`src/hw/rtl/gdta_pkg.sv`:
```
// Shared types, constants and helper functions for the Gregorian date/time adder.
// Used by gdta_ctrl, gdta_datapath and gregorian_datetime_adder_unit.
// No dependencies.
package gdta_pkg;

    // Addend clamp and saturation limits
    localparam int MAX_ADDEND = 1023;
    localparam int YEAR_MAX   = 4095;
    localparam int HOUR_SAT   = 2047;

    // Calendar constants
    localparam int MIN_PER_HOUR  = 60;
    localparam int HOUR_PER_DAY  = 24;
    localparam int MON_PER_YEAR  = 12;
    localparam int LEAP_CYCLE    = 400;
    localparam int CENTURY       = 100;
    localparam int FEB_DAYS      = 28;
    localparam int FEB_LEAP_DAYS = 29;

    // Reciprocals for division by a constant: q = (x * RCP) >> shift
    localparam int RCP_60  = 1093;   // 2^16 / 60, rounded up
    localparam int RCP_12  = 5462;   // 2^16 / 12, rounded up
    localparam int RCP_24  = 2731;   // 2^16 / 24, rounded up
    localparam int RCP_400 = 41944;  // 2^24 / 400, rounded up

    // Internal widths
    localparam int YR_W   = 14;  // year while normalizing, before saturation
    localparam int DAYS_W = 11;  // day sum before reduction
    localparam int HRS_W  = 12;  // raw hour sum

    localparam int IN_TDATA_W  = 96;
    localparam int OUT_TDATA_W = 40;

    // Input item, first field in the highest bits
    typedef struct packed {
        logic [9:0]  add_minutes;
        logic [9:0]  add_hours;
        logic [9:0]  add_days;
        logic [9:0]  add_months;
        logic [11:0] add_years;
        logic [5:0]  base_minute;
        logic [9:0]  base_hour;
        logic [4:0]  base_day;
        logic [3:0]  base_month;
        logic [11:0] base_year;
    } t_in_item;

    // Result item without the overflow flag, first field in the highest bits
    typedef struct packed {
        logic [5:0]  sum_minute;
        logic [10:0] sum_hour;
        logic [4:0]  sum_day;
        logic [3:0]  sum_month;
        logic [11:0] sum_year;
    } t_out_item;

    typedef enum logic [2:0] {
        S_IDLE,
        S_SUM,
        S_DIV,
        S_REM,
        S_DIV2,
        S_REM2,
        S_LOOP
    } t_state;

    typedef struct packed {
        logic load;
        logic sum;
        logic div;
        logic rem;
        logic div2;
        logic rem2;
        logic step;
        logic capture;
    } t_dp_cmd;

    typedef struct packed {
        logic fits;
    } t_dp_status;

    function automatic logic [9:0] clamp_add(input logic [9:0] x);
        if (32'(x) > MAX_ADDEND) begin
            return 10'(MAX_ADDEND);
        end
        return x;
    endfunction

    // Month length; month is 1..12 here
    function automatic logic [4:0] month_len(input logic [3:0] month, input logic leap);
        logic [4:0] len;
        unique case (month)
            4'd2:                    len = leap ? 5'(FEB_LEAP_DAYS) : 5'(FEB_DAYS);
            4'd4, 4'd6, 4'd9, 4'd11: len = 5'd30;
            default:                 len = 5'd31;
        endcase
        return len;
    endfunction

endpackage

```
`src/hw/rtl/gdta_datapath.sv`:
```
// Datapath of the date/time adder: field sums, constant divisions and
// the month-by-month day reduction. Depends on gdta_pkg.
module gdta_datapath (
    input  logic                  i_clk,
    input  gdta_pkg::t_dp_cmd     i_cmd,
    input  gdta_pkg::t_in_item    i_item,
    output gdta_pkg::t_dp_status  o_status,
    output gdta_pkg::t_out_item   o_out,
    output logic                  o_ovf
);

    gdta_pkg::t_in_item  r_in;
    logic                r_duration;
    logic [10:0]         r_min_sum;
    logic [10:0]         r_mon_m1;
    logic [4:0]          r_min_q;
    logic [6:0]          r_mon_q;
    logic [5:0]          r_min_rem;
    logic [gdta_pkg::HRS_W-1:0]  r_hours;
    logic [3:0]          r_month;
    logic [gdta_pkg::YR_W-1:0]   r_year;
    logic [6:0]          r_hour_q;
    logic [5:0]          r_y400_q;
    logic [4:0]          r_hour_rem;
    logic [gdta_pkg::DAYS_W-1:0] r_days;
    logic [8:0]          r_y400;
    gdta_pkg::t_out_item r_out;
    logic                r_ovf;

    logic [21:0] min_prod;
    logic [23:0] mon_prod;
    logic [23:0] hour_prod;
    logic [29:0] y400_prod;
    logic        leap;
    logic [4:0]  dim;
    logic        year_sat;
    logic        hour_sat;

    assign min_prod  = 22'(r_min_sum) * 22'(gdta_pkg::RCP_60);
    assign mon_prod  = 24'(r_mon_m1) * 24'(gdta_pkg::RCP_12);
    assign hour_prod = 24'(r_hours) * 24'(gdta_pkg::RCP_24);
    assign y400_prod = 30'(r_year) * 30'(gdta_pkg::RCP_400);

    // Leap test on the year modulo 400
    assign leap = (r_y400[1:0] == 2'd0)
                  && (r_y400 != 9'(gdta_pkg::CENTURY))
                  && (r_y400 != 9'(2 * gdta_pkg::CENTURY))
                  && (r_y400 != 9'(3 * gdta_pkg::CENTURY));
    assign dim  = gdta_pkg::month_len(r_month, leap);

    assign o_status.fits = r_duration || (r_days <= gdta_pkg::DAYS_W'(dim));

    assign year_sat = 32'(r_year) > gdta_pkg::YEAR_MAX;
    assign hour_sat = 32'(r_hours) > gdta_pkg::HOUR_SAT;

    always_ff @(posedge i_clk) begin
        if (i_cmd.load) begin
            r_in       <= i_item;
            r_duration <= (i_item.base_month == 4'd0);
        end
        if (i_cmd.sum) begin
            r_min_sum <= 11'(r_in.base_minute) + 11'(gdta_pkg::clamp_add(r_in.add_minutes));
            r_mon_m1  <= 11'(r_in.base_month) + 11'(gdta_pkg::clamp_add(r_in.add_months))
                         - 11'd1;
        end
        if (i_cmd.div) begin
            r_min_q <= min_prod[20:16];
            r_mon_q <= mon_prod[22:16];
        end
        if (i_cmd.rem) begin
            r_min_rem <= 6'(r_min_sum - 11'(r_min_q) * 11'(gdta_pkg::MIN_PER_HOUR));
            r_hours   <= gdta_pkg::HRS_W'(r_min_q) + gdta_pkg::HRS_W'(r_in.base_hour)
                         + gdta_pkg::HRS_W'(gdta_pkg::clamp_add(r_in.add_hours));
            r_month   <= 4'(r_mon_m1 - 11'(r_mon_q) * 11'(gdta_pkg::MON_PER_YEAR) + 11'd1);
            r_year    <= gdta_pkg::YR_W'(r_in.base_year) + gdta_pkg::YR_W'(r_in.add_years)
                         + gdta_pkg::YR_W'(r_mon_q);
        end
        if (i_cmd.div2) begin
            r_hour_q <= hour_prod[22:16];
            r_y400_q <= y400_prod[29:24];
        end
        if (i_cmd.rem2) begin
            r_hour_rem <= 5'(r_hours - gdta_pkg::HRS_W'(r_hour_q)
                             * gdta_pkg::HRS_W'(gdta_pkg::HOUR_PER_DAY));
            r_days     <= gdta_pkg::DAYS_W'(r_in.base_day)
                          + gdta_pkg::DAYS_W'(gdta_pkg::clamp_add(r_in.add_days))
                          + gdta_pkg::DAYS_W'(r_hour_q);
            r_y400     <= 9'(r_year - gdta_pkg::YR_W'(r_y400_q)
                             * gdta_pkg::YR_W'(gdta_pkg::LEAP_CYCLE));
        end
        // Drop one month's days and advance the month, carrying into the year
        if (i_cmd.step) begin
            r_days <= r_days - gdta_pkg::DAYS_W'(dim);
            if (r_month == 4'(gdta_pkg::MON_PER_YEAR)) begin
                r_month <= 4'd1;
                r_year  <= r_year + gdta_pkg::YR_W'(1);
                r_y400  <= (r_y400 == 9'(gdta_pkg::LEAP_CYCLE - 1)) ? 9'd0 : r_y400 + 9'd1;
            end else begin
                r_month <= r_month + 4'd1;
            end
        end
        if (i_cmd.capture) begin
            r_out.sum_minute <= r_min_rem;
            if (r_duration) begin
                r_out.sum_year  <= r_in.base_year;
                r_out.sum_month <= 4'd0;
                r_out.sum_day   <= r_in.base_day;
                r_out.sum_hour  <= hour_sat ? 11'(gdta_pkg::HOUR_SAT) : 11'(r_hours);
                r_ovf           <= hour_sat;
            end else begin
                r_out.sum_year  <= year_sat ? 12'(gdta_pkg::YEAR_MAX) : 12'(r_year);
                r_out.sum_month <= r_month;
                r_out.sum_day   <= 5'(r_days);
                r_out.sum_hour  <= 11'(r_hour_rem);
                r_ovf           <= year_sat;
            end
        end
    end

    assign o_out = r_out;
    assign o_ovf = r_ovf;

endmodule

```
`src/hw/rtl/gdta_ctrl.sv`:
```
// Controller of the date/time adder: sequences the datapath steps and
// runs both stream handshakes. Depends on gdta_pkg.
module gdta_ctrl (
    input  logic                  i_clk,
    input  logic                  i_rst_n,
    input  logic                  i_in_valid,
    output logic                  o_in_ready,
    output logic                  o_out_valid,
    input  logic                  i_out_ready,
    input  gdta_pkg::t_dp_status  i_status,
    output gdta_pkg::t_dp_cmd     o_cmd
);

    gdta_pkg::t_state r_state;
    gdta_pkg::t_state n_state;
    logic             r_out_valid;
    logic             n_out_valid;
    logic             out_free;

    assign out_free = !r_out_valid || i_out_ready;

    always_ff @(posedge i_clk) begin
        if (!i_rst_n) begin
            r_state     <= gdta_pkg::S_IDLE;
            r_out_valid <= 1'b0;
        end else begin
            r_state     <= n_state;
            r_out_valid <= n_out_valid;
        end
    end

    always_comb begin
        n_state    = r_state;
        o_cmd      = '0;
        o_in_ready = 1'b0;
        unique case (r_state)
            gdta_pkg::S_IDLE: begin
                o_in_ready = 1'b1;
                if (i_in_valid) begin
                    o_cmd.load = 1'b1;
                    n_state    = gdta_pkg::S_SUM;
                end
            end
            gdta_pkg::S_SUM: begin
                o_cmd.sum = 1'b1;
                n_state   = gdta_pkg::S_DIV;
            end
            gdta_pkg::S_DIV: begin
                o_cmd.div = 1'b1;
                n_state   = gdta_pkg::S_REM;
            end
            gdta_pkg::S_REM: begin
                o_cmd.rem = 1'b1;
                n_state   = gdta_pkg::S_DIV2;
            end
            gdta_pkg::S_DIV2: begin
                o_cmd.div2 = 1'b1;
                n_state    = gdta_pkg::S_REM2;
            end
            gdta_pkg::S_REM2: begin
                o_cmd.rem2 = 1'b1;
                n_state    = gdta_pkg::S_LOOP;
            end
            gdta_pkg::S_LOOP: begin
                // Hold the finished result until the output register frees up
                if (!i_status.fits) begin
                    o_cmd.step = 1'b1;
                end else if (out_free) begin
                    o_cmd.capture = 1'b1;
                    n_state       = gdta_pkg::S_IDLE;
                end
            end
            default: begin
                n_state = gdta_pkg::S_IDLE;
            end
        endcase

        n_out_valid = r_out_valid;
        if (o_cmd.capture) begin
            n_out_valid = 1'b1;
        end else if (i_out_ready) begin
            n_out_valid = 1'b0;
        end
    end

    assign o_out_valid = r_out_valid;

endmodule

```
`src/hw/rtl/gregorian_datetime_adder_unit.sv`:
```
// Top level of the Gregorian date/time adder: controller plus datapath.
// Depends on gdta_pkg, gdta_ctrl and gdta_datapath.
//
//  channel  | direction | payload
//  ---------+-----------+-----------------------------------------------
//  s_axis   | in        | base date/time and duration, 89 bits in tdata
//  m_axis   | out       | sum date/time in tdata, overflow in tuser
//
// An item passes from its input transfer through the sum, division and
// remainder states into the day reduction loop, which steps off one month
// per cycle (at most 37 months for the largest day sum); a new item is taken
// in the cycle after the result is loaded into the output register.
// Reset is synchronous, active low, and clears the controller only.
// A stalled output holds its result; the next item may run up to its end meanwhile.
module gregorian_datetime_adder_unit (
    input  logic        i_clk,
    input  logic        i_rst_n,
    input  logic        s_axis_tvalid,
    output logic        s_axis_tready,
    // base_year, base_month, base_day, base_hour, base_minute,
    // add_years, add_months, add_days, add_hours, add_minutes, zero pad
    input  logic [95:0] s_axis_tdata,
    output logic        m_axis_tvalid,
    input  logic        m_axis_tready,
    // sum_year, sum_month, sum_day, sum_hour, sum_minute, zero pad
    output logic [39:0] m_axis_tdata,
    // overflow
    output logic [0:0]  m_axis_tuser
);

    gdta_pkg::t_dp_cmd    cmd;
    gdta_pkg::t_dp_status status;
    gdta_pkg::t_in_item   in_item;
    gdta_pkg::t_out_item  out_item;
    logic                 ovf;

    assign in_item = gdta_pkg::t_in_item'(s_axis_tdata[$bits(gdta_pkg::t_in_item)-1:0]);

    gdta_ctrl u_ctrl (
        .i_clk       (i_clk),
        .i_rst_n     (i_rst_n),
        .i_in_valid  (s_axis_tvalid),
        .o_in_ready  (s_axis_tready),
        .o_out_valid (m_axis_tvalid),
        .i_out_ready (m_axis_tready),
        .i_status    (status),
        .o_cmd       (cmd)
    );

    gdta_datapath u_datapath (
        .i_clk    (i_clk),
        .i_cmd    (cmd),
        .i_item   (in_item),
        .o_status (status),
        .o_out    (out_item),
        .o_ovf    (ovf)
    );

    assign m_axis_tdata = {
        (gdta_pkg::OUT_TDATA_W - $bits(gdta_pkg::t_out_item))'(0),
        out_item
    };
    assign m_axis_tuser = ovf;

endmodule
```
`config.mk`:
```
export PLATFORM = sky130hd
export DESIGN_NAME = gregorian_datetime_adder_unit
export DESIGN_NICKNAME = d
export VERILOG_FILES = /design/src/hw/rtl/gdta_pkg.sv /design/src/hw/rtl/gdta_datapath.sv /design/src/hw/rtl/gdta_ctrl.sv /design/src/hw/rtl/gregorian_datetime_adder_unit.sv
export SDC_FILE = /design/constraint.sdc
export NUM_CORES = 1
export LEC_CHECK = 0
export BUFFER_PORTS_ARGS = -buffer_cell sky130_fd_sc_hd__buf_2
export CAP_MARGIN = 20
export CORE_MARGIN = 4
export CORE_UTILIZATION = 57
export DETAILED_ROUTE_END_ITERATION = 10
export MAX_ROUTING_LAYER = met4
export PLACE_DENSITY = 0.79
export SKIP_LAST_GASP = 1
export SYNTH_ARGS = -nofsm -noshare
export SYNTH_HDL_FRONTEND = slang
export SYNTH_SLANG_ARGS = --single-unit
```
`constraint.sdc`:
```
create_clock -name i_clk -period 5 [get_ports i_clk]
set_input_delay 0 -clock i_clk [delete_from_list [all_inputs] [get_ports i_clk]]
set_output_delay 0 -clock i_clk [all_outputs]
set_load 0.05 [all_outputs]
```
Word-level counts from Yosys, hierarchy flattened
Cells that the tools add are included.
{ "op_classes": {"add_sub_neg": 18, "multipliers": 8, "order_cmp": 3, "n_eq_ne": 19, "n_mux": 36, "reduce_logical": 14} }
{ "op_table": {"columns": ["operator", "n"], "rows": [
  ["two-way mux 14 bit", 3],
  ["two-way mux 9 bit", 4],
  ["two-way mux 11 bit", 3],
  ["multiplier 14 x 13 -> 27 bit (second input constant)", 1],
  ["two-way mux 26 bit", 1],
  ["multiplier 12 x 12 -> 23 bit (second input constant)", 1],
  ["adder 5 x 10 -> 11 bit", 2],
  ["multiplier 11 x 12 -> 22 bit (second input constant)", 1],
  ["multiplier 11 x 11 -> 21 bit (second input constant)", 1],
  ["case mux 3 bit (7 select lines)", 1],
  ["two-way mux 1 bit", 15],
  ["adder 14 x 1 -> 14 bit (second input constant)", 1],
  ["adder 14 x 7 -> 14 bit", 1],
  ["greater-than comparator 14 x 12 -> 1 bit (second input constant)", 1],
  ["multiplier 7 x 2 -> 2 bit (second input constant)", 2],
  ["adder 12 x 12 -> 13 bit", 1],
  ["adder 12 x 10 -> 12 bit", 1],
  ["equality test 4 bit (second input constant)", 3],
  ["greater-than comparator 12 x 11 -> 1 bit (second input constant)", 1],
  ["two-way mux 12 bit", 1],
  ["two-way mux 4 bit", 3],
  ["adder 11 x 7 -> 11 bit", 1],
  ["adder 4 x 10 -> 11 bit", 1],
  ["adder 6 x 10 -> 11 bit", 1],
  ["other kinds (34)", 47]
]} }
{ "word_totals": {"register_bits": 241, "output_inout_bits": 43} }

Depth between registers and ports, before layout
{ "logic_depth": {"depth_word": 11, "mapped_depth": 18, "mapped_depth_nobuf": 18} }

By module
Synthesis repeated with hierarchy kept, for this count alone.
{ "unflattened": {"hier_cells": 1860, "area_unflattened_um2": 20673.6} }
{ "modules_own_cells": {"columns": ["module", "n_inst", "cells_each", "area_each_um2", "seq_area_each_um2"], "rows": [
  ["gdta_datapath", 1, 1825, 20395.8, 6856.6],
  ["gdta_ctrl", 1, 32, 259.0, 80.1],
  ["gregorian_datetime_adder_unit", 1, 3, 18.8, 0.0]
]} }

Least setup slack after synthesis
Ideal clock, no wire load.
{ "synth_path": {"kind": "register -> register", "startpoint": "register u_datapath.r_year[4] (netlist name)", "endpoint": "register u_datapath.r_y400_q[3] (data pin)", "t_arrival_ns": 4.466, "required_time_ns": 4.741, "path_slack_ns": 0.275, "path_stages_with_launch": 17, "n_path_buf": 0, "cell_sequence": "dfxtp_1 > inv_1 > fa_1 > inv_1 > ha_1 > fa_1 > inv_1 > fa_1 > fa_1 > inv_1 > ha_1 > or4_1 > a211oi_1 > o21ai_1 > a311oi_1 > o21ai_0 > xnor2_1"} }
{ "synth_between": {"elab_chain_cells": 1} }
{ "synth_rtl": {"columns": ["item", "line", "text"], "rows": [
  ["start, declared", "gdta_datapath.sv:21", "logic [gdta_pkg::YR_W-1:0] r_year;"],
  ["start signal, assigned", "gdta_datapath.sv:75", "r_year <= gdta_pkg::YR_W'(r_in.base_year) + gdta_pkg::YR_W'(r_in.add_years)"],
  ["start signal, assigned", "gdta_datapath.sv:96", "r_year <= r_year + gdta_pkg::YR_W'(1);"],
  ["multiplier 14 x 13 -> 27 bit", "gdta_datapath.sv:42", "assign y400_prod = 30'(r_year) * 30'(gdta_pkg::RCP_400);"],
  ["named net u_datapath.y400_prod[27]", "gdta_datapath.sv:33", "logic [29:0] y400_prod;"],
  ["end signal, assigned", "gdta_datapath.sv:80", "r_y400_q <= y400_prod[29:24];"],
  ["end, declared", "gdta_datapath.sv:23", "logic [5:0] r_y400_q;"]
]} }
The timed path passes the listed nets, and every way through them passes these cells.
A chain may end at the register's enable or synchronous reset.

Final worst setup path
{ "layout_path": {"startpoint": "register u_datapath.r_mon_m1[10]", "endpoint": "register u_datapath.r_mon_q[6] (data pin)"} }
{ "layout_between": {"elab_chain_cells": 1} }
{ "layout_rtl": {"columns": ["item", "line", "text"], "rows": [
  ["start, declared", "gdta_datapath.sv:15", "logic [10:0] r_mon_m1;"],
  ["start signal, assigned", "gdta_datapath.sv:63", "r_mon_m1 <= 11'(r_in.base_month) + 11'(gdta_pkg::clamp_add(r_in.add_months))"],
  ["multiplier 11 x 12 -> 22 bit", "gdta_datapath.sv:40", "assign mon_prod = 24'(r_mon_m1) * 24'(gdta_pkg::RCP_12);"],
  ["named net u_datapath.mon_prod[22]", "gdta_datapath.sv:31", "logic [23:0] mon_prod;"],
  ["end signal, assigned", "gdta_datapath.sv:68", "r_mon_q <= mon_prod[22:16];"],
  ["end, declared", "gdta_datapath.sv:17", "logic [6:0] r_mon_q;"]
]} }
The timed path passes the listed nets, and every way through them passes these cells.

==> metrics.md <==
| Metric | Value |
|---|---|
| Commonest non-fill, non-tap cell in the layout | `inv_1` |
| Syn-to-layout area delta | `16.1%` |
| Wirelength per Cell | `18.1 um` |
| Worst endpoint required time | `5.26 ns` |
| Placed cell count | `2511` |
| Root Buffer | `clkbuf_16` |
| Total GRT Usage | `0.248` |
| Max Fclk | `201 MHz` |
| CP max stage delay | `0.53 ns` |
| Number of synthesized flops with an enable pin | `213` |
| Clock tree buffer depth | `3` |
| Layout Cells excl Fill | `between 2k and 3k` |
| Stages on worst setup path | `17` |
| Number of port buffers | `133` |
| Most frequent cells in the layout | `inv_1, ha_1, edfxtp_1, fa_1, buf_2` |
| Setup CP Type | `flip-flop to flip-flop` |
| Final core utilization | `0.669` |
| Status | `complete, no violations` |
| Worst setup EP type | `flip-flop` |
| CP most frequent cell | `fa_1` |
| CP startpoint kind | `flip-flop` |
| Max-cap violation count | `0` |
| Nets | `~2.8k` |
| Later-pin clock latency in the skew report | `0.56 ns` |
| Final setup vio count | `0` |
| Max Used Layer | `met4` |
| R2r endpoint | `u_datapath.r_mon_q[6]` |
| Post-route clock skew | `0.0221 ns` |
| Core area | `between 0.03 and 0.04 sq mm` |
| Met2 wire length | `24800 um` |
| Syn Std Cell Area | `between 0.02 and 0.025 sq mm` |
| HP Class | `input port to flip-flop` |
| Top delay family on crit path | `adder cells` |
| M1 WL | `about 20000 um` |
| CP Buf/Inv Count | `4` |
| CTS tree | `done` |
| Initial Util | `0.576` |
| Detail Route Antenna Nets | `0` |
| WL met3 | `2080 um` |
| Worst-path fanout max | `3` |
| Cell variety after synth | `75` |
| Max-slew violations | `0` |
| Final WL | `48100 um` |
| Io pins | `143` |
| Synth warn | `0` |
| Mapped Cells | `1908` |
| Register-to-Register Path Depth | `17` |
| Vias in the first global route | `15.8k` |
| Num CTS Buffers | `28` |
| Initial antenna violation count | `1` |
| # DRC | `0` |
| Reg clk slew, reported paths | `roughly 0.060 ns` |
| Synth Flop Type | `edfxtp_1` |
| Slew HR | `0.260` |
| Syn_area_per_cell | `11.0 sq um` |
| Worst path arrival time | `between 5 and 6 ns` |
| Overall die height | `200 um` |
| Register area share after synthesis | `0.330` |
| CP Launch Point | `u_datapath.r_mon_m1[10]` |
| RSZ-0062 raised after global routing | `yes` |
| Largest net degree at the start of global routing | `91` |
| Diode count | `0` |
| Reg2reg start | `u_datapath.r_mon_m1[10]` |
| First-pass GRT wire length | `~77000 um` |
| Worst slew pin tran | `between 1 and 1.5 ns` |
| Crit path to | `u_datapath.r_mon_q[6]` |
| DP HPWL | `~36000 um` |
| Vias | `between 10k and 15k` |
| Yosys reg bits | `240` |
| Worst R2R Setup Slack | `about 0.035 ns` |
| Clock sinks | `between 200 and 250` |
| Die area | `0.0400 sq mm` |
| Final period utilization | `0.993` |
| 1st-pass router iterations | `5` |
| Routability congestion estimate | `0.939` |
| GRT Residual Overflow | `0` |
| Initial DRC Count | `910` |
| Slowest cell on crit path | `fa_1` |
| Post-Route Setup TNS | `0 ns` |
| Htree depth | `1` |
| Synth async-reset ratio | `0` |
| Cell chain of the critical path | `buf_4 -> ha_1 -> fa_1 -> inv_1 -> fa_1 -> fa_1 -> fa_1 -> inv_1 -> ha_1 -> a21oi_1 -> o21ai_0 -> o221ai_2 -> o21ai_2 -> o31ai_1 -> buf_4 -> mux2i_1 -> a221oi_1` |
| Chip width | `200 um` |
| Fin crit period | `4.97 ns` |
| Share of post-route cells with drive strength above 1 | `0.115` |
| Vias/cell | `roughly 5.6` |
| Num rows | `70` |
| Hold Vio Cnt, Final | `0` |
-- per-stage QoR --
stage | hold WS, ns | worst slack, ns | instance area, sq um
final | 0.154 | 0.0347 | 24400
after global routing | 0.155 | -0.0509 | 24400
after CTS | 0.132 | 0.0452 | 24200
after detailed placement | 0.178 | 0.0674 | 22400
after global placement | 0.176 | 0.180 | 22400
after floorplan | 0.0989 | 0.275 | 21000
-- sequential cells by signal, indices dropped and copies added (netlist names), 6 cells and up --
register	count
u_datapath.r_in	89
u_datapath.o_out	38
u_datapath.r_year	14
u_datapath.r_hours	12
u_datapath.r_days	11
u_datapath.r_min_sum	11
u_datapath.r_mon_m1	11
u_datapath.r_y400	9
u_datapath.r_hour_q	7
u_datapath.r_mon_q	7
u_datapath.r_min_rem	6
-- cells in the mapped netlist, types with 4 or more instances --
master	n	area, sq um
a2111oi_0	4	35.0
a21oi_1	107	536
xor2_1	32	280
dfxtp_1	27	541
ha_1	392	4900
o211ai_1	5	37.5
and2_1	4	25.0
a221o_1	5	50.1
nand4_1	15	93.8
nand2_1	48	180
o21a_1	13	97.6
a21o_1	30	225
nor3_1	21	105
fa_1	154	3080
nand3b_1	6	45.0
o21ai_1	8	40.0
and3_1	14	87.6
nand3_1	25	125
a221oi_1	5	43.8
xnor2_1	83	727
mux2_2	7	78.8
o21bai_1	10	75.1
edfxtp_1	213	6400
a211oi_1	9	67.6
o41ai_1	4	35.0
nor2b_1	8	50.1
nor4_1	5	31.3
clkbuf_1	17	63.8
inv_1	403	1510
nor2_1	75	282
mux2i_1	6	60.1
o21ai_0	51	255
nor3b_1	16	120
a31oi_1	5	31.3
nand2b_1	13	81.3
-- per-layer routing --
metal | global-route usage | vias up
met5 | - | -
met4 | 0.0770 | 0
met3 | 0.0238 | 123
met2 | 0.432 | 413
met1 | 0.308 | 7271
li1 | - | 7056
-- cell families (layout without fill, tap and decap cells) --
logic type	Yosys count	in the layout	synth area share
fa+ha+maj	546	546	0.380
buf+inv	428	715	0.0773
compound gates	298	298	0.0913
simple gates	265	265	0.0642
flops	240	240	0.330
xor+xnor	117	117	0.0498
mux	13	13	0.00661
other cells	1	2	0.000179
-- layout make-up --
type | instances | area [sq um]
clock buffers | 33 | 741
clock inverters | 19 | 205
fillers | 2634 | 12100
inverters | 404 | 1520
multi-input cells | 1241 | 12500
flip-flops and latches | 240 | 6940
well taps | 468 | 586
repair buffers | 259 | 1870
-- worst min-delay path by stage --
stage                           from             endpoint  slack [ns]  cells past startpoint
floorplan            s_axis_tdata[0]   u_datapath.r_in[0]         0.1                      0
global placement    s_axis_tdata[50]  u_datapath.r_in[50]        0.18                      1
detailed placement  s_axis_tdata[87]  u_datapath.r_in[87]        0.18                      1
CTS                 s_axis_tdata[83]  u_datapath.r_in[83]        0.13                      2
global route        s_axis_tdata[60]  u_datapath.r_in[60]        0.15                      2
finish              s_axis_tdata[28]  u_datapath.r_in[28]        0.15                      2
-- what timing repair did --
item | in CTS | in global routing
hold endpoints to repair | 94 | 0
setup buffers | 0 | 6
hold buffers | 92 | 0
gates resized for setup | 0 | 15
setup endpoints to repair | 0 | 10
Power is left out: the tool's default activity adds up to more than one toggle a clock period on the data nets, which glitch-free logic cannot reach.
